===== config.mk =====
export PLATFORM = sky130hd
export DESIGN_NAME = ttw_ctrl
export DESIGN_NICKNAME = d
export VERILOG_FILES = /design/src/hw/rtl/ttw_pkg.sv /design/src/hw/rtl/ttw_ctrl.sv
export SDC_FILE = /design/constraint.sdc
export NUM_CORES = 1
export LEC_CHECK = 0
export ABC_CLOCK_PERIOD_IN_PS = 3200
export BUFFER_PORTS_ARGS = -buffer_cell sky130_fd_sc_hd__buf_2
export CORE_AREA = 2 2 39 41
export DETAILED_ROUTE_END_ITERATION = 10
export DIE_AREA = 0 0 41 43
export PLACE_DENSITY = 0.72
export SETUP_SLACK_MARGIN = 0.5
export SLEW_MARGIN = 10
export SYNTH_ARGS = -nofsm -noshare
export SYNTH_HDL_FRONTEND = slang
export SYNTH_SLANG_ARGS = --single-unit

===== constraint.sdc =====
create_clock -name clk -period 3.2 [get_ports clk]
set_clock_uncertainty 0.1 [all_clocks]
set_input_delay 0.32 -clock clk [delete_from_list [all_inputs] [get_ports clk]]
set_output_delay 0.32 -clock clk [all_outputs]
set_load 0.005 [all_outputs]

===== src/hw/rtl/ttw_pkg.sv =====
// Shared types, constants and helpers for the text terminal writer.
package ttw_pkg;

  localparam int COLUMNS    = 80;
  localparam int ROWS       = 25;
  localparam int CELL_COUNT = ROWS * COLUMNS;

  localparam int ADDR_W = $clog2(CELL_COUNT);
  localparam int SUM_W  = ADDR_W + 1;
  localparam int ROW_W  = $clog2(ROWS);
  localparam int COL_W  = $clog2(COLUMNS + 1);

  localparam int CHAR_W = 8;
  localparam int ATTR_W = 8;
  localparam int CELL_W = CHAR_W + ATTR_W;
  localparam int IDX_W  = 11;
  localparam int ROW_OUT_W = 5;
  localparam int COL_OUT_W = 7;

  localparam logic [CHAR_W-1:0] SPACE_CHAR   = 8'h20;
  localparam logic [CHAR_W-1:0] NEWLINE_CHAR = 8'h0A;
  localparam logic [ATTR_W-1:0] RESET_ATTR   = 8'h07;

  localparam logic ACT_PUT  = 1'b0;
  localparam logic ACT_READ = 1'b1;

  typedef struct packed {
    logic              action;
    logic [CHAR_W-1:0] char_code;
    logic [IDX_W-1:0]  cell_index;
  } in_item_t;

  typedef struct packed {
    logic [CELL_W-1:0]    cell_value;
    logic [ROW_OUT_W-1:0] cursor_row;
    logic [COL_OUT_W-1:0] cursor_col;
    logic                 scrolled;
  } out_item_t;

  // Commands from the controller to the datapath.
  typedef struct packed {
    logic load_item;
    logic fill_step;
    logic fill_clear;
    logic read_issue;
    logic read_capture;
    logic put_exec;
    logic out_load;
  } ttw_cmd_t;

  // Status from the datapath to the controller.
  typedef struct packed {
    logic in_is_read;
    logic scroll_next;
    logic fill_done;
  } ttw_status_t;

  function automatic logic [CELL_W-1:0] make_cell(input logic [CHAR_W-1:0] ch,
                                                  input logic [ATTR_W-1:0] attr);
    return {attr, ch};
  endfunction

  localparam logic [CELL_W-1:0] RESET_CELL = {RESET_ATTR, SPACE_CHAR};

endpackage


===== src/hw/rtl/ttw_ctrl.sv =====
// Controller state machine of the text terminal writer.
module ttw_ctrl
  import ttw_pkg::*;
(
  input  logic        clk,
  input  logic        rst,
  input  logic        in_valid,
  output logic        in_ready,
  output logic        out_valid,
  input  logic        out_ready,
  input  ttw_status_t status,
  output ttw_cmd_t    cmd
);

  typedef enum logic [6:0] {
    ST_CLEAR     = 7'b0000001,
    ST_IDLE      = 7'b0000010,
    ST_READ      = 7'b0000100,
    ST_READ_DATA = 7'b0001000,
    ST_PUT       = 7'b0010000,
    ST_SCROLL    = 7'b0100000,
    ST_DONE      = 7'b1000000
  } state_t;

  state_t state;
  state_t state_next;

  always_ff @(posedge clk) begin
    if (rst) begin
      state     <= ST_CLEAR;
      out_valid <= 1'b0;
    end else begin
      state <= state_next;
      if (cmd.out_load) begin
        out_valid <= 1'b1;
      end else if (out_ready) begin
        out_valid <= 1'b0;
      end
    end
  end

  always_comb begin
    cmd        = '0;
    in_ready   = 1'b0;
    state_next = state;
    case (state)
      ST_CLEAR: begin
        cmd.fill_step  = 1'b1;
        cmd.fill_clear = 1'b1;
        if (status.fill_done) begin
          state_next = ST_IDLE;
        end
      end
      ST_IDLE: begin
        in_ready = 1'b1;
        if (in_valid) begin
          cmd.load_item = 1'b1;
          state_next    = status.in_is_read ? ST_READ : ST_PUT;
        end
      end
      ST_READ: begin
        cmd.read_issue = 1'b1;
        state_next     = ST_READ_DATA;
      end
      ST_READ_DATA: begin
        cmd.read_capture = 1'b1;
        state_next       = ST_DONE;
      end
      ST_PUT: begin
        cmd.put_exec = 1'b1;
        state_next   = status.scroll_next ? ST_SCROLL : ST_DONE;
      end
      ST_SCROLL: begin
        cmd.fill_step = 1'b1;
        if (status.fill_done) begin
          state_next = ST_DONE;
        end
      end
      ST_DONE: begin
        if (!out_valid || out_ready) begin
          cmd.out_load = 1'b1;
          state_next   = ST_IDLE;
        end
      end
      default: begin
        state_next = ST_CLEAR;
      end
    endcase
  end

  // A waiting result is never overwritten.
  a_no_overwrite: assert property (@(posedge clk) disable iff (rst)
    (out_valid && !out_ready) |-> !cmd.out_load)
    else $error("result overwritten while waiting");

  // A loaded result is offered in the next cycle.
  a_load_shows: assert property (@(posedge clk) disable iff (rst)
    cmd.out_load |=> out_valid)
    else $error("loaded result not offered");

endmodule


==> results of run 1 <==
## routing by layer
metal	GRT usage, %	share of wire, %	wire length (µm)
met3	7.85	5.8	69
met5	0	0	0
met2	25.6	48	573
met4	4.00	0	0
met1	22.1	46	552
## placed cells by master, fill, tap and decap left out, drive strengths merged, types with 2 or more instances in the layout
master	netlist	final
a21oi	2	2
a32oi	2	2
and4b	2	2
buf	4	15
clkbuf	2	3
dfxtp	8	8
inv	5	5
nand2b	2	2
nand3	2	2
nor2	9	9
nor2b	2	2
nor3	5	5
nor3b	4	4
nor4	3	3
o21ai	4	4
or4	2	2
xor2	2	2
## flip-flops by register name (all words and copies together) (netlist names)
signal     flops
out_valid      1
state          7
## area by class of cell
cell class	instances	area, µm²	area share [%]
multi-input combinational	52	337	53.2
tap	16	20.0	3.16
timing repair buffer	15	75.1	11.9
clock buffer	3	22.5	3.56
sequential	8	160	25.3
inverter	5	18.8	2.96
## critical path, delay by kind of cell (launching register included)
kind / cells / cell delay [ns]
DFF: 1 / 0.38
and+or+nand+nor: 4 / 0.92
buffers and inverters: 1 / 0.12
## power by group
| part | leakage (nW) | internal [mW] | switching (mW) |
|---|---|---|---|
| clock network | 0.0138 | 0.0430 | 0.0355 |
| logic | 0.205 | 0.0399 | 0.0384 |
| registers | 0.0650 | 0.106 | 0.0140 |
## path summary, 6_finish.rpt
| check | startpoint | to | slack, ns |
|---|---|---|---|
| setup / recovery | state[3]$_SDFFE_PP0P_ | cmd[0] | 1.11 |
| hold / removal | status[2] | state[4]$_SDFFE_PP0P_ | 0.14 |
| hold reg to reg | state[2]$_SDFFE_PP0P_ | state[3]$_SDFFE_PP0P_ | 0.46 |
| setup reg to reg | state[6]$_SDFFE_PP0P_ | state[1]$_SDFFE_PP0P_ | 1.48 |
## per-stage QoR
step / instance area (µm²) / cells / setup slack, ns / utilization, % / hold slack [ns]
floorplan: 548 / 71 / 1.58 / - / 0.289
finish: 633 / 99 / 1.11 / 45.8 / 0.139
CTS: 633 / 99 / 1.11 / 45.8 / 0.132
global placement: 611 / 96 / 1.45 / 44.1 / 0.398
detailed placement: 611 / 96 / 1.40 / 44.1 / 0.403
global route: 633 / 99 / 0.948 / 45.8 / 0.145
## cells by family after synthesis
logic type                after synthesis
xor gates and xnor gates                3
AOI/OAI and AO/OA                      11
muxes                                   1
buffers and inverters                  11
DFF                                     8
and+or+nand+nor                        37
==> results.md, run 1 <==
* Status: complete, no violations
* Number of antenna violations at the first check in global routing at 0
* Post-CTS Setup Bufs at 0
* Vias at 553
* EDFF count, synth at 0
* Post-Synth Adder-Cell Area at 0%
* Crit-path cells: or2_1 -> nor4_2 -> nand3_1 -> nor2_1 -> buf_2
* Worst setup SP type: flip-flop
* DRC at 0
* Top cells by count, synth: 9 x nor2_1, 8 x dfxtp_1, 5 x inv_1, 5 x nor3_1
* Post-Synth Simple-Gate Area at 41.8%
* Largest family of logic cells by synthesized area: simple AND/OR/NAND/NOR gates
* Synth area leaders: dfxtp_1 29%, nor2_1 6.2%, nor3b_1 5.5%, nor3_1 4.6%, and4b_1 3.7%
* Die height at 43 µm
* Ys Warns at 0
* H-tree depth at 1
* Clock tree buffer depth at 2
* Worst path arrival time at 1.67 ns
* Max Freq at 478 MHz
* Seq/Total Area, Yosys at 29.2%
* Die Span X at 41 µm
* Final Hold Viols at 0
* CTS root buf: clkbuf_4
* Slew Limit Fails at 0
* Leak Pwr at approximately 0.28 nW
* Power density over the cells at 437 mW/mm²
* Layout cells sized above 1 at 25.3%
* PortBufs at 15
* Area grow syn2layout at 15.5%
* Sum of negative setup slack at 0 ns
* Core area at roughly 0.0014 mm²
* Overall power at 0.277 mW
* Hold Buf Count CTS at 0
* Worst skew pair latency at 0.26 ns
* Drt pass-1 iters at 4
* Finish-stage setup viols at 0
* HP Class: in -> reg
* GRT Total Usage at 17.2%
* Fill cells at 148
* Pin count of the biggest net entering global routing at 13
* Setup Crit Path Kind: reg -> out
* Gpl congestion at about 0.9
* Max-Cap Viols at 0
* Detailed Route WL at 1200 µm
* Distinct cells, synth at 30
* Drt wl/cell at 12.1 µm
* Cells on worst reg2reg path at 4
* Xor/xnor cell area share of the yosys netlist at 4.79%
* Multiplexer area fraction after synthesis at 1.83%
* CP max stage delay at about 0.38 ns
* Final #Nets at 92
* Slew @ Worst Pin at approximately 0.38 ns
* Top Ports at 16
* Syn avg cell area at 7.72 µm²
* Routed vias/inst at 5.59
* First-pass GRT wire length at 2060 µm
* Most frequent cell after synthesis: nor2_1
* Initial Util at around two fifths
* TritonCTS Sinks at 8
* Final min period at roughly 2.1 ns
* CTS resizes at 0
* #FFs+latches synth at 8
* Final antenna-violating net count at 0
* Cts bufs inserted at 3
* Ys flop type: dfxtp_1
* Clock transition at the registers of the reported paths at about 0.05 ns
* Rel. slew slack at about three quarters
* Hpwl dp at about 910 µm
* Critical Path Sink Type: primary output
* Hold Path Stages at 2
* Biggest area consumer among synthesized cells: dfxtp_1
* Crit share post-route at 65.4%
* Compound-cell area share of the yosys netlist at 13.0%
* Unrepaired setup endpoints after global routing: no
* Worst VDD drop at ~0.22 mV
* FFs w/ async S/R, synth at 0%
* Syn Inst Count at slightly above 70
* Crit path max fanout at 9
* Mapped cell area at about 550 µm²
* Die Area at about 0.0018 mm²
* Top-area cell type share of the netlist area at 29.2%
* Synthesized Nets at 78
* Slowest cell on the critical path: dfxtp_1
* Total gr overflow at 0
* Vias in the first global route at between 400 and 500
* # diodes at 0
* Rows at 14
* First DRT Iteration DRCs at 5
* Critical Path RT at 2.78 ns
* CTS tree: done
Power figures use the tool's default switching activity.
==> inputs of run 2 (changes only) <==
--- a/config.mk
+++ b/config.mk
@@ -5,12 +5,13 @@
 export SDC_FILE = /design/constraint.sdc
 export NUM_CORES = 1
 export LEC_CHECK = 0
-export ABC_CLOCK_PERIOD_IN_PS = 3200
+export ABC_AREA = 1
+export ABC_CLOCK_PERIOD_IN_PS = 1810
 export BUFFER_PORTS_ARGS = -buffer_cell sky130_fd_sc_hd__buf_2
-export CORE_AREA = 2 2 39 41
+export CORE_MARGIN = 1.5
+export CORE_UTILIZATION = 43
 export DETAILED_ROUTE_END_ITERATION = 10
-export DIE_AREA = 0 0 41 43
-export PLACE_DENSITY = 0.72
+export PLACE_DENSITY = 0.77
 export SETUP_SLACK_MARGIN = 0.5
 export SLEW_MARGIN = 10
 export SYNTH_ARGS = -nofsm -noshare
==> constraint.sdc (replaced) <==
create_clock -name clk -period 1.81 [get_ports clk]
set_clock_uncertainty 0.1 [all_clocks]
set_input_delay 0.181 -clock clk [delete_from_list [all_inputs] [get_ports clk]]
set_output_delay 0.181 -clock clk [all_outputs]
set_load 0.005 [all_outputs]
==> run 2 against run 1 <==
Worst setup slack got worse by 0.79 ns. Global-route usage increased by 4.9 points. Count of clock-buffer cells in the layout unchanged. Largest cell class unchanged.
==> results.md, run 2 <==
* Layout cells sized above 1 at 58.1%
* Setup Crit Path Kind: reg -> out
* Syn Inst Count at a little under 90
* Mapped cell area at 558 µm²
* Unrepaired setup endpoints after global routing: yes
* Distinct cells, synth at 22
* Cts bufs inserted at 3
* Top-area cell type share of the netlist area at 28.7%
* Setup WS pre-CTS at 0.516 ns
* Final min period at 1.50 ns
* Routed vias/inst at 4.79
* CP top delay family: simple AND/OR/NAND/NOR gates
* Crit-path cells: inv_1 -> nand2_1 -> nor2_4 -> nand2_2 -> nor2_4 -> buf_2
* Syn avg cell area at 6.41 µm²
* Synthesized Nets at 94
* FFs w/ async S/R, synth at 0%
* Placed inst area at 643 µm²
* Crit share post-route at roughly 83%
* Drt pass-1 iters at 4
* CP max stage delay at 0.34 ns
* Synth area leaders: dfxtp_1 29%, inv_1 10%, nand2_1 10%, nor2_1 8.1%, nand2_4 6.1%
* Number of antenna violations at the first check in global routing at 0
* Largest register by flop count: state
* Worst setup SP type: flip-flop
* Vias at around 630
* CTS root buf: clkbuf_4
* Drt wl/cell at 11.2 µm
* Most common cell after layout, fill and taps aside: buf_2
* H-tree depth at 1
* Power density over the cells at 881 mW/mm²
* Fill cells at 95
* Pin count of the biggest net entering global routing at 6
* Hpwl dp at 917 µm
* Die height at just under 40 µm
* Worst VDD drop at 0.622 mV
* Vias in the first global route at 565
* Finish-stage setup viols at 0
* Sum of negative setup slack at 0 ns
* First DRT Iteration DRCs at 7
* # diodes at 0
* HP Class: in -> reg
* Top Registers: state x7, out_valid x1
* Reg area at about 170 µm²
* Rows at 12
* Ys flop type: dfxtp_1
* Rel. slew slack at 74.3%
* Top cells by count, synth: 15 x inv_1, 15 x nand2_1, 12 x nor2_1
* Slew @ Worst Pin at 0.384 ns
* EDFF count, synth at 0
* Die Area at 0.00152 mm²
* Buf/Inv on CP at 2
* Biggest area consumer among synthesized cells: dfxtp_1
* Area grow syn2layout at 51.3%
* Final instance area at around 840 µm²
* Most frequent cells in the layout: 15 x buf_2, 14 x inv_1, 13 x nand2_1, 13 x buf_4, 10 x nor2_1
* Slew Limit Fails at 0
* Final Hold Viols at 0
* Detailed Route WL at 1470 µm
* Ys Warns at 0
* Max-Cap Viols at 0
* Seq/Total Area, Yosys at 28.7%
* Critical Path Sink Type: primary output
* Die Span X at 39.0 µm
* Dpl cells at 115
* Total gr overflow at 0
* Slowest cell on the critical path: dfxtp_2
* GRT Total Usage at ~22%
* Crit path max fanout at 2
* Worst path arrival time at 1.21 ns
* Crit-path most repeated cell: nor2_4
* #FFs+latches synth at 8
* Status: complete, no violations
* Clock tree buffer depth at 2
* Max Freq at roughly 670 MHz
* Critical Path RT at 1.53 ns
* TritonCTS Sinks at 8
* Top Ports at 16
* Core area at 0.00116 mm²
* Number of flip-flops in the largest register at 7
* Footprint of the multi-input gates at roughly 370 µm²
* Worst skew pair latency at ~0.26 ns
* DRC at 0
* Clock transition at the registers of the reported paths at 0.06 ns
* Setup WS post-layout at 0.314 ns
* First-pass GRT wire length at 2260 µm
* Final #Nets at 126
* Gpl congestion at 0.882
* CTS tree: done
* PortBufs at 15
* Leak Pwr at roughly 0.46 nW
* Final antenna-violating net count at 0
* Hold Buf Count CTS at 0
* Initial Util at 48.3%
* Fin cells at 131
-- run 2: metal layers --
metal	GRT usage (%)	up-vias	share of wire (%)	wire length [µm]
met2	39.6	27	52	761
met1	26.0	272	38	560
met5	0	-	0	0
met4	10.3	0	3.7	55
li1	-	322	-	-
met3	1.73	6	6.2	91
-- run 2: layout make-up --
class | instances | share of cell area (%)
Tap cell | 14 | 2.07
Timing Repair Buffer | 28 | 20.4
Multi-Input combinational cell | 57 | 44.0
Clock buffer | 3 | 2.67
Sequential cell | 8 | 20.6
Inverter | 21 | 10.2
-- run 2: cell families after synthesis --
| group | share of synthesized area, % |
|---|---|
| and+or+nand+nor | 50.2 |
| buffers and inverters | 16.1 |
| DFF | 28.7 |
| AOI/OAI and AO/OA | 4.93 |
-- run 2: tightest hold or removal path: stages --
cell	delay (ns)
buf_2	0.10
nand2_1	0.05
a21oi_1	0.05
-- run 2: worst paths after layout --
kind	cells past startpoint	end	slack, ns	from
max reg2reg	9	state[0]$_SDFFE_PP1P_	0.38	state[4]$_SDFFE_PP0P_
max	6	cmd[0]	0.31	state[4]$_SDFFE_PP0P_
min reg2reg	2	state[1]$_SDFFE_PP0P_	0.44	state[1]$_SDFFE_PP0P_
min	3	state[5]$_SDFFE_PP0P_	0.07	status[1]
-- run 2: power breakdown --
| group | internal [mW] | leakage, nW | switching (mW) | total, mW |
|---|---|---|---|---|
| Sequential | 0.197 | 0.0681 | 0.0260 | 0.223 |
| Clock | 0.0760 | 0.0138 | 0.0625 | 0.139 |
| Combinational | 0.177 | 0.383 | 0.205 | 0.382 |
| Total | 0.450 | 0.465 | 0.294 | 0.744 |
-- run 2: metrics by stage --
step	util (%)	hold slack (ns)	total power, mW
floorplan	-	0.150	0.438
global placement	55.6	0.323	0.505
detailed placement	55.6	0.325	0.511
CTS	67.7	0.0487	0.727
global route	73.1	0.0798	0.788
finish	73.1	0.0690	0.744
-- run 2: timing repair --
| action | CTS | global route |
|---|---|---|
| resized for setup | 17 | 9 |
| setup endpoints to repair | 8 | 14 |
| pin swaps | 8 | 4 |
| cloned | 0 | 0 |
| setup buffers | 10 | 3 |
